--- config.mk ---
export PLATFORM = sky130hd
export DESIGN_NAME = touch_button_click_classifier
export DESIGN_NICKNAME = d
export VERILOG_FILES = /design/src/hdl/tbcc_pkg.sv /design/src/hdl/tbcc_csr.sv /design/src/hdl/touch_button_click_classifier.sv
export SDC_FILE = /design/constraint.sdc
export NUM_CORES = 1
export LEC_CHECK = 0
export BUFFER_PORTS_ARGS = -buffer_cell sky130_fd_sc_hd__buf_2
export CAP_MARGIN = 15
export CORE_MARGIN = 4
export CORE_UTILIZATION = 40
export CTS_BUF_LIST = sky130_fd_sc_hd__clkbuf_2
export DETAILED_ROUTE_END_ITERATION = 16
export PLACE_DENSITY = 0.58
export SKIP_CTS_REPAIR_TIMING = 1
export SLEW_MARGIN = 5
export SYNTH_ARGS = -nofsm -noshare
export SYNTH_HDL_FRONTEND = slang
export SYNTH_HIERARCHICAL = 1
export SYNTH_SLANG_ARGS = --single-unit
--- constraint.sdc ---
create_clock -name clock -period 12.7 [get_ports clock]
set_clock_uncertainty 0.1 [all_clocks]
set_input_delay 0.635 -clock clock [delete_from_list [all_inputs] [get_ports clock]]
set_output_delay 0.635 -clock clock [all_outputs]
set_load 0.005 [all_outputs]
--- src/hdl/tbcc_pkg.sv ---
// ----------------------------------------------------------------------------
// tbcc_pkg
// Shared types and constants of the touch button click classifier.
// ----------------------------------------------------------------------------
package tbcc_pkg;

   localparam int unsigned CfgWidth  = 16;
   localparam int unsigned TimeWidth = 32;
   localparam int unsigned AddrWidth = 5;
   localparam int unsigned DataWidth = 32;

   typedef enum logic [1:0] {
      CMD_IRQ  = 2'd0,
      CMD_POLL = 2'd1,
      CMD_READ = 2'd2
   } cmd_type;

   typedef enum logic [1:0] {
      EV_NONE   = 2'd0,
      EV_SINGLE = 2'd1,
      EV_LONG   = 2'd2
   } event_type;

   typedef enum logic [2:0] {
      REG_PRESS_THRESHOLD   = 3'd0,
      REG_HYSTERESIS        = 3'd1,
      REG_LONG_PRESS_MS     = 3'd2,
      REG_DEBOUNCE_MS       = 3'd3,
      REG_MIN_PRESS_MS      = 3'd4,
      REG_RELEASE_STABLE_MS = 3'd5
   } reg_idx_type;

   localparam logic [CfgWidth-1:0] RstPressThreshold   = 16'd0;
   localparam logic [CfgWidth-1:0] RstHysteresis       = 16'd0;
   localparam logic [CfgWidth-1:0] RstLongPressMs      = 16'd1000;
   localparam logic [CfgWidth-1:0] RstDebounceMs       = 16'd50;
   localparam logic [CfgWidth-1:0] RstMinPressMs       = 16'd50;
   localparam logic [CfgWidth-1:0] RstReleaseStableMs  = 16'd30;

   typedef struct packed {
      logic [CfgWidth-1:0] press_threshold;
      logic [CfgWidth-1:0] hysteresis;
      logic [CfgWidth-1:0] long_press_ms;
      logic [CfgWidth-1:0] debounce_ms;
      logic [CfgWidth-1:0] min_press_ms;
      logic [CfgWidth-1:0] release_stable_ms;
   } cfg_type;

endpackage

--- src/hdl/tbcc_csr.sv ---
// ----------------------------------------------------------------------------
// tbcc_csr
// Configuration register file behind a simple APB-style port.
// ----------------------------------------------------------------------------
module tbcc_csr
   import tbcc_pkg::*;
(
   input  logic                 clock,
   input  logic                 reset,
   input  logic                 csr_psel,
   input  logic                 csr_penable,
   input  logic                 csr_pwrite,
   input  logic [AddrWidth-1:0] csr_paddr,
   input  logic [DataWidth-1:0] csr_pwdata,
   output logic [DataWidth-1:0] csr_prdata,
   output logic                 csr_pready,
   output cfg_type              cfg
);

   cfg_type     cfg_ff;
   cfg_type     cfg_in;
   logic        wr_en;
   reg_idx_type idx;

   assign csr_pready = 1'b1;
   assign wr_en      = csr_psel && csr_penable && csr_pwrite && csr_pready;
   assign idx        = reg_idx_type'(csr_paddr[AddrWidth-1:2]);
   assign cfg        = cfg_ff;

   always_comb begin
      cfg_in = cfg_ff;
      if (wr_en) begin
         unique case (idx)
            REG_PRESS_THRESHOLD:   cfg_in.press_threshold   = csr_pwdata[CfgWidth-1:0];
            REG_HYSTERESIS:        cfg_in.hysteresis        = csr_pwdata[CfgWidth-1:0];
            REG_LONG_PRESS_MS:     cfg_in.long_press_ms     = csr_pwdata[CfgWidth-1:0];
            REG_DEBOUNCE_MS:       cfg_in.debounce_ms       = csr_pwdata[CfgWidth-1:0];
            REG_MIN_PRESS_MS:      cfg_in.min_press_ms      = csr_pwdata[CfgWidth-1:0];
            REG_RELEASE_STABLE_MS: cfg_in.release_stable_ms = csr_pwdata[CfgWidth-1:0];
            default: ;
         endcase
      end
   end

   always_comb begin
      unique case (idx)
         REG_PRESS_THRESHOLD:   csr_prdata = {16'd0, cfg_ff.press_threshold};
         REG_HYSTERESIS:        csr_prdata = {16'd0, cfg_ff.hysteresis};
         REG_LONG_PRESS_MS:     csr_prdata = {16'd0, cfg_ff.long_press_ms};
         REG_DEBOUNCE_MS:       csr_prdata = {16'd0, cfg_ff.debounce_ms};
         REG_MIN_PRESS_MS:      csr_prdata = {16'd0, cfg_ff.min_press_ms};
         REG_RELEASE_STABLE_MS: csr_prdata = {16'd0, cfg_ff.release_stable_ms};
         default:               csr_prdata = '0;
      endcase
   end

   always_ff @(posedge clock) begin
      if (reset) begin
         cfg_ff.press_threshold   <= RstPressThreshold;
         cfg_ff.hysteresis        <= RstHysteresis;
         cfg_ff.long_press_ms     <= RstLongPressMs;
         cfg_ff.debounce_ms       <= RstDebounceMs;
         cfg_ff.min_press_ms      <= RstMinPressMs;
         cfg_ff.release_stable_ms <= RstReleaseStableMs;
      end else begin
         cfg_ff <= cfg_in;
      end
   end

endmodule

--- src/hdl/touch_button_click_classifier.sv ---
// ----------------------------------------------------------------------------
// touch_button_click_classifier
// Single click / long press classifier for one capacitive touch button.
// ----------------------------------------------------------------------------
// Usage: each req_ transaction carries a command (press interrupt, update
// poll, read-and-clear event), a millisecond timestamp and a touch sample.
// Every request yields exactly one rsp_ transaction with the read event
// (zero for non-read commands) and the press-tracking flag after the step.
// Thresholds and timings are set through the csr_ port; the user must write
// them only while the block is idle, which the block does not enforce;
// pready is always high and reads return the stored value.
// A request is registered, the state is updated by one pass of compare/
// subtract logic, and the result register shows it by raising rsp_valid.
// Throughput: one transaction per cycle while rsp_ready stays high; the
// tracking state is updated in the same edge that loads the result
// register, so a following request sees it at once.
// Stall: when rsp_ready is low the result holds, the input register keeps
// one more request, and req_ready drops only when both are full.
// Reset: synchronous; clears the pipeline, the tracking state and the
// pending event, and loads the register defaults.
// ----------------------------------------------------------------------------
module touch_button_click_classifier
   import tbcc_pkg::*;
(
   input  logic                 clock,
   input  logic                 reset,
   // request channel
   input  logic                 req_valid,
   output logic                 req_ready,
   input  logic [1:0]           req_cmd,
   input  logic [31:0]          req_now_ms,
   input  logic [15:0]          req_touch_sample,
   // result channel
   output logic                 rsp_valid,
   input  logic                 rsp_ready,
   output logic [1:0]           rsp_event_res,
   output logic                 rsp_is_pressed,
   // configuration
   input  logic                 csr_psel,
   input  logic                 csr_penable,
   input  logic                 csr_pwrite,
   input  logic [AddrWidth-1:0] csr_paddr,
   input  logic [DataWidth-1:0] csr_pwdata,
   output logic [DataWidth-1:0] csr_prdata,
   output logic                 csr_pready
);

   cfg_type cfg;

   tbcc_csr u_csr (
      .clock       (clock),
      .reset       (reset),
      .csr_psel    (csr_psel),
      .csr_penable (csr_penable),
      .csr_pwrite  (csr_pwrite),
      .csr_paddr   (csr_paddr),
      .csr_pwdata  (csr_pwdata),
      .csr_prdata  (csr_prdata),
      .csr_pready  (csr_pready),
      .cfg         (cfg)
   );

   // input register
   logic                 s1_valid_ff, s1_valid_in;
   logic [1:0]           s1_cmd_ff;
   logic [TimeWidth-1:0] s1_now_ff;
   logic [CfgWidth-1:0]  s1_sample_ff;

   // result register
   logic                 rsp_valid_ff, rsp_valid_in;
   logic [1:0]           rsp_event_ff;
   logic                 rsp_pressed_ff;

   // tracking state
   logic [TimeWidth-1:0] last_irq_ff, last_irq_in;
   logic                 pressed_ff, pressed_in;
   logic [TimeWidth-1:0] press_start_ff, press_start_in;
   logic                 long_seen_ff, long_seen_in;
   logic [TimeWidth-1:0] release_start_ff, release_start_in;
   event_type            pending_ff, pending_in;
   event_type            ev_out;

   logic out_free;
   logic step_fire;
   logic req_fire;

   assign out_free  = !rsp_valid_ff || rsp_ready;
   assign step_fire = s1_valid_ff && out_free;
   assign req_ready = !s1_valid_ff || out_free;
   assign req_fire  = req_valid && req_ready;

   assign s1_valid_in  = req_ready ? req_valid : s1_valid_ff;
   assign rsp_valid_in = out_free ? s1_valid_ff : rsp_valid_ff;

   assign rsp_valid      = rsp_valid_ff;
   assign rsp_event_res  = rsp_event_ff;
   assign rsp_is_pressed = rsp_pressed_ff;

   // one step of the classifier
   always_comb begin
      logic [TimeWidth-1:0] since_irq;
      logic [TimeWidth-1:0] held;
      logic [TimeWidth-1:0] rel_base;
      logic [TimeWidth-1:0] stable_time;
      logic [CfgWidth:0]    release_level;
      logic                 above;
      logic                 long_hit;

      last_irq_in      = last_irq_ff;
      pressed_in       = pressed_ff;
      press_start_in   = press_start_ff;
      long_seen_in     = long_seen_ff;
      release_start_in = release_start_ff;
      pending_in       = pending_ff;
      ev_out           = EV_NONE;

      since_irq     = s1_now_ff - last_irq_ff;
      held          = s1_now_ff - press_start_ff;
      // zero start means no release timer is running
      rel_base      = (release_start_ff == '0) ? s1_now_ff : release_start_ff;
      stable_time   = s1_now_ff - rel_base;
      release_level = {1'b0, cfg.press_threshold} + {1'b0, cfg.hysteresis};
      above         = {1'b0, s1_sample_ff} > release_level;
      long_hit      = !long_seen_ff && (held >= {16'd0, cfg.long_press_ms});

      case (s1_cmd_ff)
         CMD_IRQ: begin
            if (since_irq >= {16'd0, cfg.debounce_ms}) begin
               last_irq_in = s1_now_ff;
               if (!pressed_ff) begin
                  pressed_in       = 1'b1;
                  press_start_in   = s1_now_ff;
                  long_seen_in     = 1'b0;
                  release_start_in = '0;
               end
            end
         end
         CMD_POLL: begin
            if (pressed_ff) begin
               if (long_hit) begin
                  pending_in   = EV_LONG;
                  long_seen_in = 1'b1;
               end
               if (above) begin
                  if ((stable_time >= {16'd0, cfg.release_stable_ms}) &&
                      (held >= {16'd0, cfg.min_press_ms})) begin
                     // no click once the long event has fired
                     if (!long_seen_in) begin
                        pending_in = EV_SINGLE;
                     end
                     pressed_in       = 1'b0;
                     release_start_in = '0;
                  end else begin
                     release_start_in = rel_base;
                  end
               end else begin
                  release_start_in = '0;
               end
            end
         end
         CMD_READ: begin
            ev_out     = pending_ff;
            pending_in = EV_NONE;
         end
         default: ;
      endcase
   end

   always_ff @(posedge clock) begin
      if (reset) begin
         s1_valid_ff      <= 1'b0;
         rsp_valid_ff     <= 1'b0;
         last_irq_ff      <= '0;
         pressed_ff       <= 1'b0;
         press_start_ff   <= '0;
         long_seen_ff     <= 1'b0;
         release_start_ff <= '0;
         pending_ff       <= EV_NONE;
      end else begin
         s1_valid_ff  <= s1_valid_in;
         rsp_valid_ff <= rsp_valid_in;
         if (step_fire) begin
            last_irq_ff      <= last_irq_in;
            pressed_ff       <= pressed_in;
            press_start_ff   <= press_start_in;
            long_seen_ff     <= long_seen_in;
            release_start_ff <= release_start_in;
            pending_ff       <= pending_in;
         end
      end
   end

   always_ff @(posedge clock) begin
      if (req_fire) begin
         s1_cmd_ff    <= req_cmd;
         s1_now_ff    <= req_now_ms;
         s1_sample_ff <= req_touch_sample;
      end
      if (step_fire) begin
         rsp_event_ff   <= ev_out;
         rsp_pressed_ff <= pressed_in;
      end
   end

`ifndef SYNTHESIS
   a_step_loads_result: assert property (@(posedge clock) disable iff (reset)
      step_fire |=> rsp_valid_ff)
      else $error("processed transaction did not reach the result register");

   a_event_only_on_read: assert property (@(posedge clock) disable iff (reset)
      (step_fire && s1_cmd_ff != CMD_READ) |=> (rsp_event_ff == EV_NONE))
      else $error("event reported for a non-read transaction");

   a_read_clears_event: assert property (@(posedge clock) disable iff (reset)
      (step_fire && s1_cmd_ff == CMD_READ) |=> (pending_ff == EV_NONE))
      else $error("pending event not cleared by read");

   a_release_only_on_poll: assert property (@(posedge clock) disable iff (reset)
      (step_fire && s1_cmd_ff != CMD_POLL && pressed_ff) |=> pressed_ff)
      else $error("press ended outside an update poll");

   a_result_matches_state: assert property (@(posedge clock) disable iff (reset)
      step_fire |=> (rsp_pressed_ff == pressed_ff))
      else $error("reported press flag differs from tracking state");
`endif

endmodule

==> impl_metrics.env <==
export IMPL_status="finished clean"
export IMPL_initial_core_util=0.404
export IMPL_root_buffer="clkbuf_2"
export IMPL_io_pins=132
export IMPL_setup_violations=0
export IMPL_antenna_found_initial=3
export IMPL_yosys_most_used_dff="dfxtp_1"
export IMPL_fin_area_sq_mm=0.0223
export IMPL_whs_endpoint="u_csr/cfg[84]$_SDFFE_PP0P_"
export IMPL_final_hold_viol_count=0
export IMPL_period_share=0.579
export IMPL_synthCells=2490
export IMPL_drv_cap=0
export IMPL_cts_tree="done"
export IMPL_layout_nets=2879
export IMPL_utilization=0.445
export IMPL_clk_latency_ns=0.97
export IMPL_die_area_sq_mm=0.0544
export IMPL_r2r_slack_ns=5.35
export IMPL_row_count=82
export IMPL_critPathLaunch="release_start_ff[0]$_SDFFE_PP0P_"
export IMPL_vias=19500
export IMPL_rr_endpoint="release_start_ff[5]$_SDFFE_PP0P_"
export IMPL_path_class="reg -> reg"
export IMPL_hold_class="in -> reg"
export IMPL_port_buffers=96
export IMPL_rsz0062_at_grt="no"
export IMPL_hp_start="reset"
export IMPL_cts_sinks=251
export IMPL_cpPeakStageDelay_ns=0.53
export IMPL_slew_limit_headroom=0.245
export IMPL_drv_slew=0
export IMPL_routed_wl_mm=66.3
export IMPL_cp_max_fo=28
export IMPL_ys_seq_area_frac=0.274
export IMPL_min_period_ns=7.35
export IMPL_ir_worst_vdd_v=0.0000527
export IMPL_die_w_microns=233
export IMPL_yosysWarnings=6
export IMPL_grt_pass1_vias=18000
export IMPL_worst_slew_pin_slew_ns=1.13
export IMPL_clk_pin_slew_worst_paths_ns=0.09
export IMPL_placed_area_sq_mm=0.0209
export IMPL_htree_levels=3
export IMPL_r2r_start="release_start_ff[0]$_SDFFE_PP0P_"
export IMPL_crit_top_cell="nand4_1"
export IMPL_setup_tns_final_ns=0
export IMPL_grt_max_degree=155
export IMPL_wire_per_inst_microns=20.0
export IMPL_overflow=0
export IMPL_hpwl_mm=48.5
export IMPL_power_density_mw_per_mm2=89.7
export IMPL_end_kind="register"
export IMPL_startpoint_type="register"
export IMPL_synth_cell_type_count=97
export IMPL_drt_initial_drc_count=1727
export IMPL_remaining_drc_errors=0
export IMPL_via_per_inst=5.89
export IMPL_cp_arrival_ns=8.09
export IMPL_dr_pass1_iters=5
export IMPL_gp_congestion=0.909
export IMPL_ant_nets=0
export IMPL_grt_pass1_wl_mm=101
export IMPL_die_h_microns=233
export IMPL_core_area_sq_mm=0.0502
export IMPL_r2r_cells=27
export IMPL_synth_edf_count=53
export IMPL_hold_depth=2
export IMPL_drive_above_1_share=0.123
export IMPL_clk_path_buf_depth=3
export IMPL_async_reset_ff_frac=0
export IMPL_critical_path_required_ns=13.44
export IMPL_syn_mean_instance_area_sq_um=8.15
export IMPL_cp_slowest_cell="or4_4"
export IMPL_max_clock_freq_mhz=136
export IMPL_cts_buffers=68
export IMPL_synth_seq_cells=251
export IMPL_area_growth_pct=10.1
export IMPL_n_fill_cell=5021
export IMPL_grt_use_total=0.233
export IMPL_synth_area_sq_mm=0.0203
export IMPL_power_leakage_uw=0.00868
==> cells by family (layout without fill, tap and decap cells) <==
logic type / Yosys count / in the layout / share of synthesized area
multiplexers: 93 / 93 / 0.0474
buffers and inverters: 336 / 470 / 0.0754
adder cells (fa/ha/maj): 193 / 193 / 0.120
XOR/XNOR: 69 / 69 / 0.0298
AND/OR/NAND/NOR: 697 / 697 / 0.185
other: 2 / 21 / 0.000370
flip-flops: 251 / 251 / 0.274
AO/OA/AOI/OAI: 849 / 849 / 0.268
==> stage by stage <==
| step | setup WS [ns] | hold WS [ns] | power, uW | cells |
|---|---|---|---|---|
| detailed placement | 5.24 | 0.367 | 1380 | 3122 |
| floorplan | 6.98 | 0.352 | 1240 | 2505 |
| global route | 4.84 | 0.117 | 2120 | 3315 |
| CTS | 5.16 | -0.371 | 2000 | 3239 |
| global placement | 5.39 | 0.360 | 1370 | 3122 |
| finish | 5.35 | 0.190 | 2000 | 3315 |
==> area by class of cell <==
cell class,instances,area (sq um),share of cell area
tap,672,841,0.0376
clock inverter,14,119,0.00532
clock buffer,103,515,0.0231
sequential,251,5560,0.249
inverter,166,623,0.0279
timing repair buffer,187,1390,0.0622
multi-input combinational,1918,13300,0.595
antenna,4,10.0,0.000448
==> registers in the layout, indices dropped and copies added, names as in the netlist <==
signal / count
s1_sample_ff: 16
s1_cmd_ff: 2
pressed_ff: 1
rsp_event_res: 2
s1_now_ff: 32
press_start_ff: 32
long_seen_ff: 1
last_irq_ff: 32
s1_valid_ff: 1
rsp_valid: 1
u_csr/cfg: 96
pending_ff: 2
rsp_is_pressed: 1
release_start_ff: 32
==> worst max path at each step <==
stage	endpoint	slack, ns	cells after the start
floorplan	release_start_ff[12]$_SDFFE_PP0P_	6.98	27
global placement	release_start_ff[0]$_SDFFE_PP0P_	5.39	21
detailed placement	release_start_ff[1]$_SDFFE_PP0P_	5.24	21
CTS	release_start_ff[31]$_SDFFE_PP0P_	5.16	21
global route	release_start_ff[1]$_SDFFE_PP0P_	4.84	27
finish	release_start_ff[5]$_SDFFE_PP0P_	5.35	27
==> cell usage in the layout (no fill, tap or decap), drive strengths merged, types with 19 or more instances in the layout <==
cell type	n
a21oi	292
o21ai	226
dfxtp	198
ha	189
inv	165
nand3	154
buf	118
nand2	110
nor2	107
clkbuf	103
mux2i	69
dlygate4sd3	69
nand2b	57
edfxtp	53
nor2b	52
a21o	49
o211ai	44
or3	44
xnor2	42
o31ai	36
nand4	35
nor3	34
xor2	27
mux2	24
o21a	23
nor4	20
and2	19
==> critical path: cells and delay by family (launching register included) <==
family / cells / cell delay, ns
AND/OR/NAND/NOR: 11 / 2.85
AO/OA/AOI/OAI: 9 / 2.27
adder cells (fa/ha/maj): 3 / 0.89
buffers and inverters: 3 / 0.63
flip-flops: 1 / 0.36
XOR/XNOR: 1 / 0.13
==> per-layer routing <==
layer  GRT usage  vias to the layer above  wire (microns)
li1            -                     9389               -
met3      0.0282                      125            4010
met5           0                        -               0
met4      0.0784                        0            1780
met2       0.360                      666           29800
met1       0.336                     9335           30800
==> synthesized netlist by cell type, drive strengths merged, types with 16 or more instances <==
cell type | instances | area [sq um]
a21oi | 292 | 1480
o21ai | 226 | 1140
dfxtp | 198 | 3960
ha | 189 | 2360
inv | 164 | 616
nand3 | 154 | 771
nand2 | 110 | 430
nor2 | 107 | 407
buf | 88 | 589
clkbuf | 82 | 317
mux2i | 69 | 691
nand2b | 57 | 357
edfxtp | 53 | 1590
nor2b | 52 | 325
a21o | 49 | 368
o211ai | 44 | 330
or3 | 44 | 275
xnor2 | 42 | 368
o31ai | 36 | 415
nand4 | 35 | 219
nor3 | 34 | 170
xor2 | 27 | 236
mux2 | 24 | 270
o21a | 23 | 173
nor4 | 20 | 155
and2 | 19 | 124
a211oi | 17 | 133
o21bai | 17 | 128
o221ai | 17 | 149
a31oi | 16 | 100
==> power breakdown <==
group	total (uW)	switching, uW	internal, uW
Combinational	529	321	208
Clock	616	362	255
Sequential	859	26.9	832
Total	2000	709	1290
Note: power is estimated with default switching activity, not from simulation.
